**src/hdl/hhe_pkg.sv**
```systemverilog
package hhe_pkg;

  localparam int NAME_LIMIT_MAX = 64;
  localparam int LEN_W          = 7;
  localparam int TAG_LEN        = 6;
  localparam int FIFO_DEPTH     = 4;
  localparam int PTR_W          = $clog2(FIFO_DEPTH);
  localparam int CNT_W          = $clog2(FIFO_DEPTH + 1);

  localparam logic [7:0] CH_CR    = 8'h0D;
  localparam logic [7:0] CH_LF    = 8'h0A;
  localparam logic [7:0] CH_H     = 8'h48;
  localparam logic [7:0] CH_O     = 8'h6F;
  localparam logic [7:0] CH_S     = 8'h73;
  localparam logic [7:0] CH_T     = 8'h74;
  localparam logic [7:0] CH_COLON = 8'h3A;
  localparam logic [7:0] CH_SPACE = 8'h20;

  typedef enum logic [4:0] {
    PH_SCAN    = 5'b00001,
    PH_LSTART  = 5'b00010,
    PH_MATCH   = 5'b00100,
    PH_CAPTURE = 5'b01000,
    PH_DONE    = 5'b10000
  } phase_e;

  typedef struct packed {
    logic [7:0] name_byte;
    logic       byte_valid;
    logic       name_end;
    logic       name_cut;
  } res_t;

  typedef struct packed {
    logic [1:0] count;
    res_t       res0;
    res_t       res1;
  } push_t;

  function automatic logic [7:0] host_tag(logic [2:0] idx);
    logic [7:0] c;
    case (idx)
      3'd0:    c = CH_H;
      3'd1:    c = CH_O;
      3'd2:    c = CH_S;
      3'd3:    c = CH_T;
      3'd4:    c = CH_COLON;
      3'd5:    c = CH_SPACE;
      default: c = 8'h00;
    endcase
    return c;
  endfunction

endpackage

```
**src/hdl/hhe_parser.sv**
```systemverilog
module hhe_parser (
  input  logic                      clk_i,
  input  logic                      rst_ni,
  input  logic                      in_valid_i,
  output logic                      in_ready_o,
  input  logic [7:0]                data_byte_i,
  input  logic                      request_end_i,
  input  logic [hhe_pkg::LEN_W-1:0] max_len_i,
  input  logic                      room_i,
  output hhe_pkg::push_t            push_o
);

  typedef struct packed {
    hhe_pkg::phase_e           ph;
    logic [2:0]                mp;
    logic [hhe_pkg::LEN_W-1:0] cnt;
    logic                      cr;
    logic [1:0]                n;
    hhe_pkg::res_t             r0;
    hhe_pkg::res_t             r1;
  } work_t;

  logic                      vld_q;
  logic [7:0]                data_q;
  logic                      last_q;
  hhe_pkg::phase_e           phase_q;
  logic [2:0]                mp_q;
  logic [hhe_pkg::LEN_W-1:0] cnt_q;
  logic                      cr_q;
  logic                      move;
  logic [hhe_pkg::LEN_W-1:0] lim;
  work_t                     w;

  function automatic work_t do_finish(work_t wi, logic cut);
    work_t o;
    o = wi;
    if (o.n == 2'd2) begin
      o.r1.name_end = 1'b1;
      o.r1.name_cut = cut;
    end else if (o.n == 2'd1) begin
      o.r0.name_end = 1'b1;
      o.r0.name_cut = cut;
    end else begin
      o.r0 = '{name_byte: 8'h00, byte_valid: 1'b0, name_end: 1'b1, name_cut: cut};
      o.n  = 2'd1;
    end
    o.ph = hhe_pkg::PH_DONE;
    o.cr = 1'b0;
    return o;
  endfunction

  function automatic work_t do_emit(work_t wi, logic [7:0] b,
                                    logic [hhe_pkg::LEN_W-1:0] lm);
    work_t o;
    o = wi;
    if (o.n == 2'd0) begin
      o.r0 = '{name_byte: b, byte_valid: 1'b1, name_end: 1'b0, name_cut: 1'b0};
    end else begin
      o.r1 = '{name_byte: b, byte_valid: 1'b1, name_end: 1'b0, name_cut: 1'b0};
    end
    o.n   = o.n + 2'd1;
    o.cnt = o.cnt + 1'b1;
    if (o.cnt >= lm) begin
      o = do_finish(o, 1'b1);
    end
    return o;
  endfunction

  function automatic work_t do_scan(work_t wi, logic [7:0] b);
    work_t o;
    o = wi;
    if (o.cr) begin
      o.cr = 1'b0;
      if (b == hhe_pkg::CH_LF) begin
        o.ph = hhe_pkg::PH_LSTART;
      end
    end else if (b == hhe_pkg::CH_CR) begin
      o.cr = 1'b1;
    end
    return o;
  endfunction

  function automatic work_t do_take(work_t wi, logic [7:0] b,
                                    logic [hhe_pkg::LEN_W-1:0] lm);
    work_t o;
    o = wi;
    if (b == hhe_pkg::CH_CR) begin
      o.cr = 1'b1;
    end else begin
      o = do_emit(o, b, lm);
    end
    return o;
  endfunction

  assign move       = vld_q && room_i;
  assign in_ready_o = !vld_q || move;

  always_comb begin
    if (max_len_i == '0) begin
      lim = hhe_pkg::LEN_W'(1);
    end else if (max_len_i > hhe_pkg::LEN_W'(hhe_pkg::NAME_LIMIT_MAX)) begin
      lim = hhe_pkg::LEN_W'(hhe_pkg::NAME_LIMIT_MAX);
    end else begin
      lim = max_len_i;
    end
  end

  always_comb begin
    w    = '{ph: phase_q, mp: mp_q, cnt: cnt_q, cr: cr_q, n: 2'd0, r0: '0, r1: '0};
    case (phase_q)
      hhe_pkg::PH_SCAN: begin
        w = do_scan(w, data_q);
      end
      hhe_pkg::PH_LSTART: begin
        if (data_q == hhe_pkg::CH_H) begin
          w.ph = hhe_pkg::PH_MATCH;
          w.mp = 3'd1;
        end else begin
          w.ph = hhe_pkg::PH_SCAN;
        end
      end
      hhe_pkg::PH_MATCH: begin
        if (w.mp < 3'(hhe_pkg::TAG_LEN) && data_q == hhe_pkg::host_tag(w.mp)) begin
          w.mp = w.mp + 3'd1;
          if (w.mp >= 3'(hhe_pkg::TAG_LEN)) begin
            w.ph  = hhe_pkg::PH_CAPTURE;
            w.cnt = '0;
            w.cr  = 1'b0;
          end
        end else begin
          w.ph = hhe_pkg::PH_SCAN;
          w.mp = 3'd0;
          w    = do_scan(w, data_q);
        end
      end
      hhe_pkg::PH_CAPTURE: begin
        if (w.cr) begin
          w.cr = 1'b0;
          if (data_q == hhe_pkg::CH_LF) begin
            w = do_finish(w, 1'b0);
          end else begin
            w = do_emit(w, hhe_pkg::CH_CR, lim);
            if (w.ph == hhe_pkg::PH_CAPTURE) begin
              w = do_take(w, data_q, lim);
            end
          end
        end else begin
          w = do_take(w, data_q, lim);
        end
      end
      default: begin
      end
    endcase

    if (last_q) begin
      if (w.ph == hhe_pkg::PH_CAPTURE) begin
        if (w.cr) begin
          w.cr = 1'b0;
          w    = do_emit(w, hhe_pkg::CH_CR, lim);
        end
        if (w.ph == hhe_pkg::PH_CAPTURE) begin
          w = do_finish(w, 1'b1);
        end
      end
      w.ph  = hhe_pkg::PH_SCAN;
      w.mp  = 3'd0;
      w.cnt = '0;
      w.cr  = 1'b0;
    end
  end

  always_comb begin
    push_o.count = move ? w.n : 2'd0;
    push_o.res0  = w.r0;
    push_o.res1  = w.r1;
  end

  always_ff @(posedge clk_i or negedge rst_ni) begin
    if (!rst_ni) begin
      vld_q <= 1'b0;
    end else if (in_ready_o) begin
      vld_q <= in_valid_i;
    end
  end

  always_ff @(posedge clk_i) begin
    if (in_ready_o && in_valid_i) begin
      data_q <= data_byte_i;
      last_q <= request_end_i;
    end
  end

  always_ff @(posedge clk_i or negedge rst_ni) begin
    if (!rst_ni) begin
      phase_q <= hhe_pkg::PH_SCAN;
      mp_q    <= 3'd0;
      cnt_q   <= '0;
      cr_q    <= 1'b0;
    end else if (move) begin
      phase_q <= w.ph;
      mp_q    <= w.mp;
      cnt_q   <= w.cnt;
      cr_q    <= w.cr;
    end
  end

endmodule

```
**src/hdl/hhe_result_fifo.sv**
```systemverilog
module hhe_result_fifo (
  input  logic           clk_i,
  input  logic           rst_ni,
  input  hhe_pkg::push_t push_i,
  output logic           room_o,
  output logic           out_valid_o,
  input  logic           out_ready_i,
  output hhe_pkg::res_t  res_o
);

  hhe_pkg::res_t                mem_q [hhe_pkg::FIFO_DEPTH];
  logic [hhe_pkg::PTR_W-1:0]    wr_ptr_q;
  logic [hhe_pkg::PTR_W-1:0]    rd_ptr_q;
  logic [hhe_pkg::CNT_W-1:0]    cnt_q;
  logic                         pop;

  assign out_valid_o = cnt_q != '0;
  assign pop         = out_valid_o && out_ready_i;
  assign res_o       = mem_q[rd_ptr_q];
  assign room_o      = cnt_q <= hhe_pkg::CNT_W'(hhe_pkg::FIFO_DEPTH - 2);

  always_ff @(posedge clk_i) begin
    if (push_i.count != 2'd0) begin
      mem_q[wr_ptr_q] <= push_i.res0;
    end
    if (push_i.count == 2'd2) begin
      mem_q[wr_ptr_q + 1'b1] <= push_i.res1;
    end
  end

  always_ff @(posedge clk_i or negedge rst_ni) begin
    if (!rst_ni) begin
      wr_ptr_q <= '0;
      rd_ptr_q <= '0;
      cnt_q    <= '0;
    end else begin
      wr_ptr_q <= wr_ptr_q + hhe_pkg::PTR_W'(push_i.count);
      rd_ptr_q <= rd_ptr_q + hhe_pkg::PTR_W'(pop);
      cnt_q    <= cnt_q + hhe_pkg::CNT_W'(push_i.count) - hhe_pkg::CNT_W'(pop);
    end
  end

endmodule

```
**src/hdl/http_host_header_extractor.sv**
```systemverilog
// Extracts the Host header value from an HTTP request streamed one byte per
// handshake, with request_end_i on the last byte. Every line after the first is
// tested for a leading "Host: "; the bytes that follow come out as name bytes
// until CR LF, the max_name_len limit (clamped to 1..64, reset 64) or the end
// of the request closes the name, the last two with name_cut_o. Only the
// first name of a request is reported. Throughput is one byte per cycle, with
// each byte passing through the input register and the result queue;
// a byte can yield two results (a held CR plus the next byte), and input
// stalls only while the four-entry result queue lacks room for two results.
// Write max_name_len only while the block is idle.
module http_host_header_extractor (
  input  logic                      clk_i,
  input  logic                      rst_ni,
  input  logic                      in_valid_i,
  output logic                      in_ready_o,
  input  logic [7:0]                data_byte_i,
  input  logic                      request_end_i,
  output logic                      out_valid_o,
  input  logic                      out_ready_i,
  output logic [7:0]                name_byte_o,
  output logic                      byte_valid_o,
  output logic                      name_end_o,
  output logic                      name_cut_o,
  input  logic                      cfg_valid_i,
  output logic                      cfg_ready_o,
  input  logic [hhe_pkg::LEN_W-1:0] cfg_data_i
);

  logic [hhe_pkg::LEN_W-1:0] max_len_q;
  logic                      room;
  hhe_pkg::push_t            push;
  hhe_pkg::res_t             res;

  assign cfg_ready_o = 1'b1;

  always_ff @(posedge clk_i or negedge rst_ni) begin
    if (!rst_ni) begin
      max_len_q <= hhe_pkg::LEN_W'(hhe_pkg::NAME_LIMIT_MAX);
    end else if (cfg_valid_i && cfg_ready_o) begin
      max_len_q <= cfg_data_i;
    end
  end

  hhe_parser u_parser (
    .clk_i         (clk_i),
    .rst_ni        (rst_ni),
    .in_valid_i    (in_valid_i),
    .in_ready_o    (in_ready_o),
    .data_byte_i   (data_byte_i),
    .request_end_i (request_end_i),
    .max_len_i     (max_len_q),
    .room_i        (room),
    .push_o        (push)
  );

  hhe_result_fifo u_fifo (
    .clk_i       (clk_i),
    .rst_ni      (rst_ni),
    .push_i      (push),
    .room_o      (room),
    .out_valid_o (out_valid_o),
    .out_ready_i (out_ready_i),
    .res_o       (res)
  );

  assign name_byte_o  = res.name_byte;
  assign byte_valid_o = res.byte_valid;
  assign name_end_o   = res.name_end;
  assign name_cut_o   = res.name_cut;

endmodule

```
**config.mk**
```make
export PLATFORM = sky130hd
export DESIGN_NAME = http_host_header_extractor
export DESIGN_NICKNAME = d
export VERILOG_FILES = /design/src/hdl/hhe_pkg.sv /design/src/hdl/hhe_parser.sv /design/src/hdl/hhe_result_fifo.sv /design/src/hdl/http_host_header_extractor.sv
export SDC_FILE = /design/constraint.sdc
export NUM_CORES = 1
export LEC_CHECK = 0
export CAP_MARGIN = 20
export CELL_PAD_IN_SITES_DETAIL_PLACEMENT = 1
export CELL_PAD_IN_SITES_GLOBAL_PLACEMENT = 1
export CORE_UTILIZATION = 50
export DETAILED_ROUTE_END_ITERATION = 10
export DONT_BUFFER_PORTS = 1
export GPL_ROUTABILITY_DRIVEN = 1
export PLACE_DENSITY_LB_ADDON = 0.1
export SYNTH_ARGS = -nofsm -noshare
export SYNTH_HDL_FRONTEND = slang
export SYNTH_SLANG_ARGS = --single-unit
```
**constraint.sdc**
```tcl
create_clock -name clk_i -period 7.8 [get_ports clk_i]
set_input_delay 1.56 -clock clk_i [delete_from_list [all_inputs] [get_ports clk_i]]
set_output_delay 1.56 -clock clk_i [all_outputs]
set_load 0.05 [all_outputs]
```
==> flow_metrics.tcl, run 1 <==
set metrics [dict create \
    status "finished, violations left" \
    violations "design-rule violations" \
    synth_top_area_share_pct 26.27 \
    vias_per_cell 6.735 \
    drcViolationCount 4 \
    initial_core_util_pct 52.17 \
    multi_input_area_um2 3503 \
    rows 39 \
    rsz0062_at_grt "false" \
    area.growth.synth_to_final_pct 8.922 \
    dp.cells 738 \
    root_buffer "clkbuf_16" \
    relSlewSlack_pct 28.10 \
    p_per_area_nw_per_um2 237.2 \
    grtUsageTotal_pct 29.87 \
    whs_ps 501.1 \
    htreeDepth 3 \
    n_antenna_cell 0 \
    ys_ff_latch 84 \
    io_pins 35 \
    finClkSkew_ps 8.613 \
    yosys_warnings 0 \
    hold_violations 0 \
    cp.arrival_ps 7520 \
    wire_per_inst_um 23.63 \
    cts_buffer_depth 2 \
    cts-buffers-inserted 9 \
    fin_util_pct 56.82 \
    worst_setup_path_start_kind "flip-flop" \
    syn_inst 608 \
    place.detailed.hpwl_mm 13.30 \
    cts_resized 1 \
    worstHoldPathType "flip-flop to flip-flop" \
    cap_violations 0 \
    drive_gt1_share_pct 13.91 \
    synth_area_um2 6058 \
    dr.pass1.iters 8 \
    die_h_um 112.1 \
    synth_seq_area_share_pct 39.12 \
    overflow 0 \
    r2r_slack_ps 520 \
    post_synth.cell_area_avg_um2 9.964 \
    vdd.ir_drop.worst_mv 0.2996 \
    synthArstFlopShare_pct 36.90 \
    post-cts-setup-buffers 0 \
    die_area_um2 12560 \
    drtIter0Drc 384 \
    drt-total-wl_mm 17.82 \
    end_kind "flip-flop" \
    cts_tree "built" \
    nNetsFinal 665 \
    synth.most_common_cell "edfxtp_1" \
    setup_viol 0 \
    max_slew.worst_pin.slew_ps 1069 \
    path_class "flip-flop to flip-flop" \
    cts_hold_buf 0 \
    setup_tns_ps 0 \
    leakagePower_nw 2.539 \
    clock_latency_ps 350 \
    port_buffers 0 \
    grt_max_degree 32 \
    cts_num_sinks 84 \
    synth_commonest_cells "edfxtp_1, nand2_1, nor2_1, ha_1" \
    report.final.slew_viol_count 0 \
    grt_antenna_before_repair 0 \
    dieWidth_um 112.1 \
    critical_path.slowest_cell "or4b_4" \
    power.total_mw 1.565 \
    final_antenna_net_count 0 \
    netlist_top_cells_area "edfxtp_1, dfrtp_1, ha_1" \
    register_area_um2 2372 \
    ys.flop_type "edfxtp_1" \
    fmax_ghz 0.1373 \
    cp_max_fo 11 \
    max_stage_delay_ps 580 \
    fin_crit_sh_pct 93.39 \
    worstPathRequired_ps 8030 \
    synth_edf_count 53 \
    synth_largest_area_cell "edfxtp_1" \
    globalplace.congestion 0.9533 \
    vias 5078 \
    syn_nets 667 \
    grt_pass1_vias 5270 \
    fillers 1286 \
    fin_cells 754 \
    cpMostUsedCell "ha_1" \
    core_um2 11610 \
    grt_pass1_wl_mm 28.76 \
    clk_pin_slew_ps 70 \
    min_period_ps 7284 \
    synth_cell_type_count 84 \
]
worst paths after layout:
check	endpoint	from	cells after the start
max	u_fifo.cnt_q[2]	u_parser.cnt_q[2]	29
min	u_fifo.cnt_q[2]	u_fifo.cnt_q[2]	1
max reg2reg	u_fifo.cnt_q[2]	u_parser.cnt_q[2]	29
min reg2reg	u_fifo.cnt_q[2]	u_fifo.cnt_q[2]	1
max in group asynchronous	u_parser.phase_q[0]	rst_ni	0
min in group asynchronous	u_parser.cnt_q[6]	rst_ni	0
routing by layer:
layer	global-route usage, %	vias to the layer above	wire (um)
met5	0	-	0
met3	5.022	29	776
li1	-	2309	-
met4	9.511	0	371
met2	50.35	147	8718
met1	39.39	2593	7954
critical path, delay by kind of cell, from the launching register on:
kind | cells | cell delay (ps)
flops | 1 | 500
xor+xnor | 4 | 820
fa+ha+maj | 5 | 1580
buf+inv | 3 | 310
compound gates | 7 | 1710
simple gates | 10 | 2230
final cells by class:
class,count,share of cell area (%)
Sequential cell,84,35.95
Tap cell,143,2.711
Inverter,29,1.650
Timing Repair Buffer,14,1.593
Clock buffer,9,3.413
Clock inverter,7,1.593
Multi-Input combinational cell,468,53.09
power breakdown:
group	total, mW	switching (mW)	internal (mW)	leakage (nW)
logic	0.472	0.318	0.154	1.47
registers	0.612	0.0950	0.517	0.903
clock network	0.481	0.194	0.287	0.164
total	1.57	0.607	0.958	2.54
registers in the layout (all words and copies together) (netlist names):
register          cells
u_fifo.mem_q         44
u_parser.data_q       8
max_len_q             7
u_parser.cnt_q        7
u_parser.phase_q      5
u_fifo.cnt_q          3
u_parser.mp_q         3
u_fifo.rd_ptr_q       2
u_fifo.wr_ptr_q       2
u_parser.cr_q         1
u_parser.last_q       1
u_parser.vld_q        1
cells in the final DEF (no fill, tap or decap), types with 14 or more instances in the layout:
| cell | instances |
|---|---|
| nor2_1 | 43 |
| dfrtp_1 | 27 |
| xnor2_1 | 16 |
| a22oi_1 | 14 |
| buf_4 | 14 |
| nand3_1 | 17 |
| a21oi_1 | 35 |
| o21ai_1 | 15 |
| ha_1 | 36 |
| o21ai_0 | 35 |
| inv_1 | 29 |
| edfxtp_1 | 53 |
| nand2_1 | 45 |
metrics by stage:
step / setup WS [ps] / instance area [um^2]
after floorplan: 875.8 / 6058
after global placement: 421.5 / 6235
after detailed placement: 33.31 / 6235
after CTS: 164.0 / 6571
after global routing: 96.11 / 6599
final: 515.5 / 6599
logic make-up after synthesis:
group                    Yosys count  synth area share, %
AO/OA/AOI/OAI                    190                21.91
AND/OR/NAND/NOR                  188                16.83
flip-flops                        84                39.12
buffers and inverters             56                3.779
adder cells (fa/ha/maj)           38                7.972
XOR/XNOR                          28                4.048
multiplexers                      23                6.278
other                              1              0.06190
Power figures use the tool's default switching activity.
==> run 2, diff against run 1 <==
--- a/config.mk
+++ b/config.mk
@@ -5,10 +5,11 @@
 export SDC_FILE = /design/constraint.sdc
 export NUM_CORES = 1
 export LEC_CHECK = 0
+export ABC_AREA = 1
 export CAP_MARGIN = 20
 export CELL_PAD_IN_SITES_DETAIL_PLACEMENT = 1
 export CELL_PAD_IN_SITES_GLOBAL_PLACEMENT = 1
-export CORE_UTILIZATION = 50
+export CORE_UTILIZATION = 49
 export DETAILED_ROUTE_END_ITERATION = 10
 export DONT_BUFFER_PORTS = 1
 export GPL_ROUTABILITY_DRIVEN = 1
@@ -16,3 +17,4 @@
 export SYNTH_ARGS = -nofsm -noshare
 export SYNTH_HDL_FRONTEND = slang
 export SYNTH_SLANG_ARGS = --single-unit
+export TNS_END_PERCENT = 5
==> run 2 against run 1 <==
Against the previous run: the run now ends clean; worst setup slack better by 220 ps; non-clock buffer count is 12 lower; clock skew is 4.0 ps higher; largest power group is now combinational logic; combinational power is 78% higher; clock power is 6.4% higher.
==> flow_metrics.tcl, run 2 <==
set metrics [dict create \
    status "complete, no violations" \
    critPathLaunch "u_parser.cnt_q[0]" \
    vdd.ir_drop.worst_mv 0.1502 \
    initial_core_util_pct 50.46 \
    drcViolationCount 0 \
    synth_largest_area_cell "edfxtp_1" \
    layout_common_cells "nand2_1, inv_1, o21ai_0, nor2_1, edfxtp_1" \
    r2r_cells 41 \
    synthArstFlopShare_pct 36.90 \
    setup_tns_ps 0 \
    critical_path.slowest_cell "dfrtp_1" \
    grt-busiest-layer "met2" \
    post_synth.cell_area_avg_um2 8.049 \
    end_kind "flip-flop" \
    area.growth.synth_to_final_pct 7.618 \
    io_pins 35 \
    htreeDepth 3 \
    cap_violations 0 \
    p_int_mw 1.065 \
    netSwitchingFraction_pct 46.07 \
    whs_endpoint "u_fifo.cnt_q[2]" \
    dr.pass1.iters 5 \
    fin_crit_sh_pct 90.57 \
    ys_ff_latch 84 \
    cts_tree "built" \
    report.final.slew_viol_count 0 \
    vias 5235 \
    rows 40 \
    synth_top_area_share_pct 26.26 \
    worstPathRequired_ps 8060 \
    leakagePower_nw 2.886 \
    synth_seq_area_share_pct 39.10 \
    min_period_ps 7064 \
    grtUsageTotal_pct 28.22 \
    worstReg2RegEnd "u_fifo.cnt_q[2]" \
    drt-total-wl_mm 17.25 \
    finClkSkew_ps 12.65 \
    cp.arrival_ps 7330 \
    core_um2 12010 \
    rsz0062_at_grt "false" \
    reg2reg_from "u_parser.cnt_q[0]" \
    overflow 0 \
    wire_per_inst_um 19.08 \
    drive_gt1_share_pct 10.17 \
    grt_antenna_before_repair 0 \
    worst_setup_path_start_kind "flip-flop" \
    holdPathStages 1 \
    place.detailed.hpwl_mm 13.38 \
    synth_commonest_cells "nand2_1, inv_1, o21ai_0, nor2_1, edfxtp_1" \
    root_buffer "clkbuf_16" \
    largest_reg_flops 44 \
    dpl-instance-area_um2 6168 \
    clk_pin_slew_ps 70 \
    fin_cells 904 \
    power_frac_clock_pct 25.9 \
    n_antenna_cell 0 \
    synth_edf_count 53 \
    grt_pass1_vias 5414 \
    netSwitchingPower_mw 0.9092 \
    drtIter0Drc 238 \
    vias_per_cell 5.791 \
    r2r_slack_ps 740 \
    globalplace.congestion 0.9334 \
    path_class "flip-flop to flip-flop" \
    ys.flop_type "edfxtp_1" \
    setup_viol 0 \
    cts_buffer_depth 2 \
    fillers 1498 \
    combPwrFrac_pct 42.5 \
    fin_util_pct 54.30 \
    power.total_mw 1.974 \
    port_buffers 0 \
    grt_max_degree 32 \
    die_area_um2 12820 \
    cpMostUsedCell "nand2_1" \
    grt_use_met1_pct 34.03 \
    p_per_area_nw_per_um2 302.6 \
    cp_max_fo 9 \
    syn_inst 753 \
    final_antenna_net_count 0 \
    top_regs "u_fifo.mem_q x44, u_parser.data_q x8" \
    synth.most_common_cell "nand2_1" \
    hold_start "u_fifo.cnt_q[2]" \
    relSlewSlack_pct 26.14 \
    synth_cell_type_count 55 \
    die_h_um 113.2 \
    nNetsFinal 811 \
    dieWidth_um 113.2 \
    synth_area_um2 6061 \
    cts_resized 0 \
    yosys_warnings 0 \
    cts_num_sinks 84 \
    cts_hold_buf 0 \
    top_register "u_fifo.mem_q" \
    cts-buffers-inserted 9 \
    fmax_ghz 0.1416 \
    post-cts-setup-buffers 0 \
    gr-usage-met3_pct 4.981 \
    grt_pass1_wl_mm 27.80 \
    seqPwrFrac_pct 31.5 \
    clock_latency_ps 350 \
    final_common_cell "nand2_1" \
    met2_usage_pct 50.59 \
    design_area_um2 6523 \
    max_slew.worst_pin.slew_ps 1124 \
    netlist_top_cells_area "edfxtp_1, dfrtp_1, nand2_1" \
    syn_nets 812 \
    dp.cells 887 \
    worstHoldPathType "flip-flop to flip-flop" \
    max_stage_delay_ps 510 \
    hold_violations 0 \
]
run 2: cell types whose count changed in the layout (fill, tap and decap cells not counted), moves of 12 or more:
cell,before,now
nand3_1,17,41
inv_2,0,13
o22ai_1,4,20
nor2_1,43,60
nand2b_1,12,0
o21ai_0,35,66
nand2_1,45,186
buf_4,14,2
inv_1,29,74
a22oi_1,14,1
run 2: worst max path at each step:
stage / endpoint / slack [ps] / cells past startpoint
6_report: u_fifo.cnt_q[2] / 740 / 41
5_1_grt: u_fifo.cnt_q[2] / 110 / 42
4_1_cts: u_fifo.mem_q[1][2] / 640 / 37
3_5_place_dp: u_fifo.mem_q[1][1] / 680 / 37
3_3_place_gp: u_fifo.mem_q[1][0] / 1280 / 37
2_1_floorplan: u_fifo.cnt_q[2] / 1920 / 42
run 2: layout make-up:
class,instances,area (um^2),area share [%]
Inverter,93,361.6,5.544
Multi-Input combinational cell,562,3246,49.76
Clock buffer,9,225.2,3.453
Sequential cell,84,2370,36.33
Clock inverter,7,121.4,1.861
Tap cell,147,183.9,2.820
Timing Repair Buffer,2,15.01,0.2302
run 2: logic make-up (layout without fill, tap and decap cells):
| kind of cell | count (synthesis) | after routing | share of synthesized area (%) |
|---|---|---|---|
| flops | 84 | 84 | 39.10 |
| compound gates | 153 | 153 | 14.47 |
| xor+xnor | 24 | 24 | 3.468 |
| buf+inv | 107 | 111 | 7.349 |
| fa+ha+maj | 38 | 38 | 7.969 |
| simple gates | 341 | 341 | 26.67 |
| other cells | 1 | 1 | 0.06187 |
| mux | 5 | 5 | 0.9083 |
run 2: power groups by stage:
stage               sequential, mW  combinational (mW)  clock [mW]
floorplan                    0.586               0.690           0
finish                       0.622               0.839       0.512
global route                 0.631               0.916       0.528
detailed placement           0.631               0.831           0
global placement             0.626               0.800           0
CTS                          0.622               0.836       0.513
run 2: through the flow:
step | hold slack (ps) | setup WS (ps)
2_1_floorplan | 464.7 | 1919
3_3_place_gp | 480.9 | 1278
3_5_place_dp | 516.1 | 676.3
4_1_cts | 528.9 | 642.0
5_1_grt | 544.2 | 113.9
6_report | 521.9 | 735.7
run 2: critical path: cells and delay by family, from the launching register on:
family                     cells  cell delay (ps)
xor gates and xnor gates       5             1070
and+or+nand+nor               16             1730
buffers and inverters          5              530
AOI/OAI and AO/OA              9             1450
adders and majority gates      6             1700
DFF                            1              510
run 2: routing by layer:
metal	part of all wire (%)	up-vias
met5	0	-
met1	44	2571
met3	3.2	31
li1	-	2549
met2	51	84
met4	1.9	0
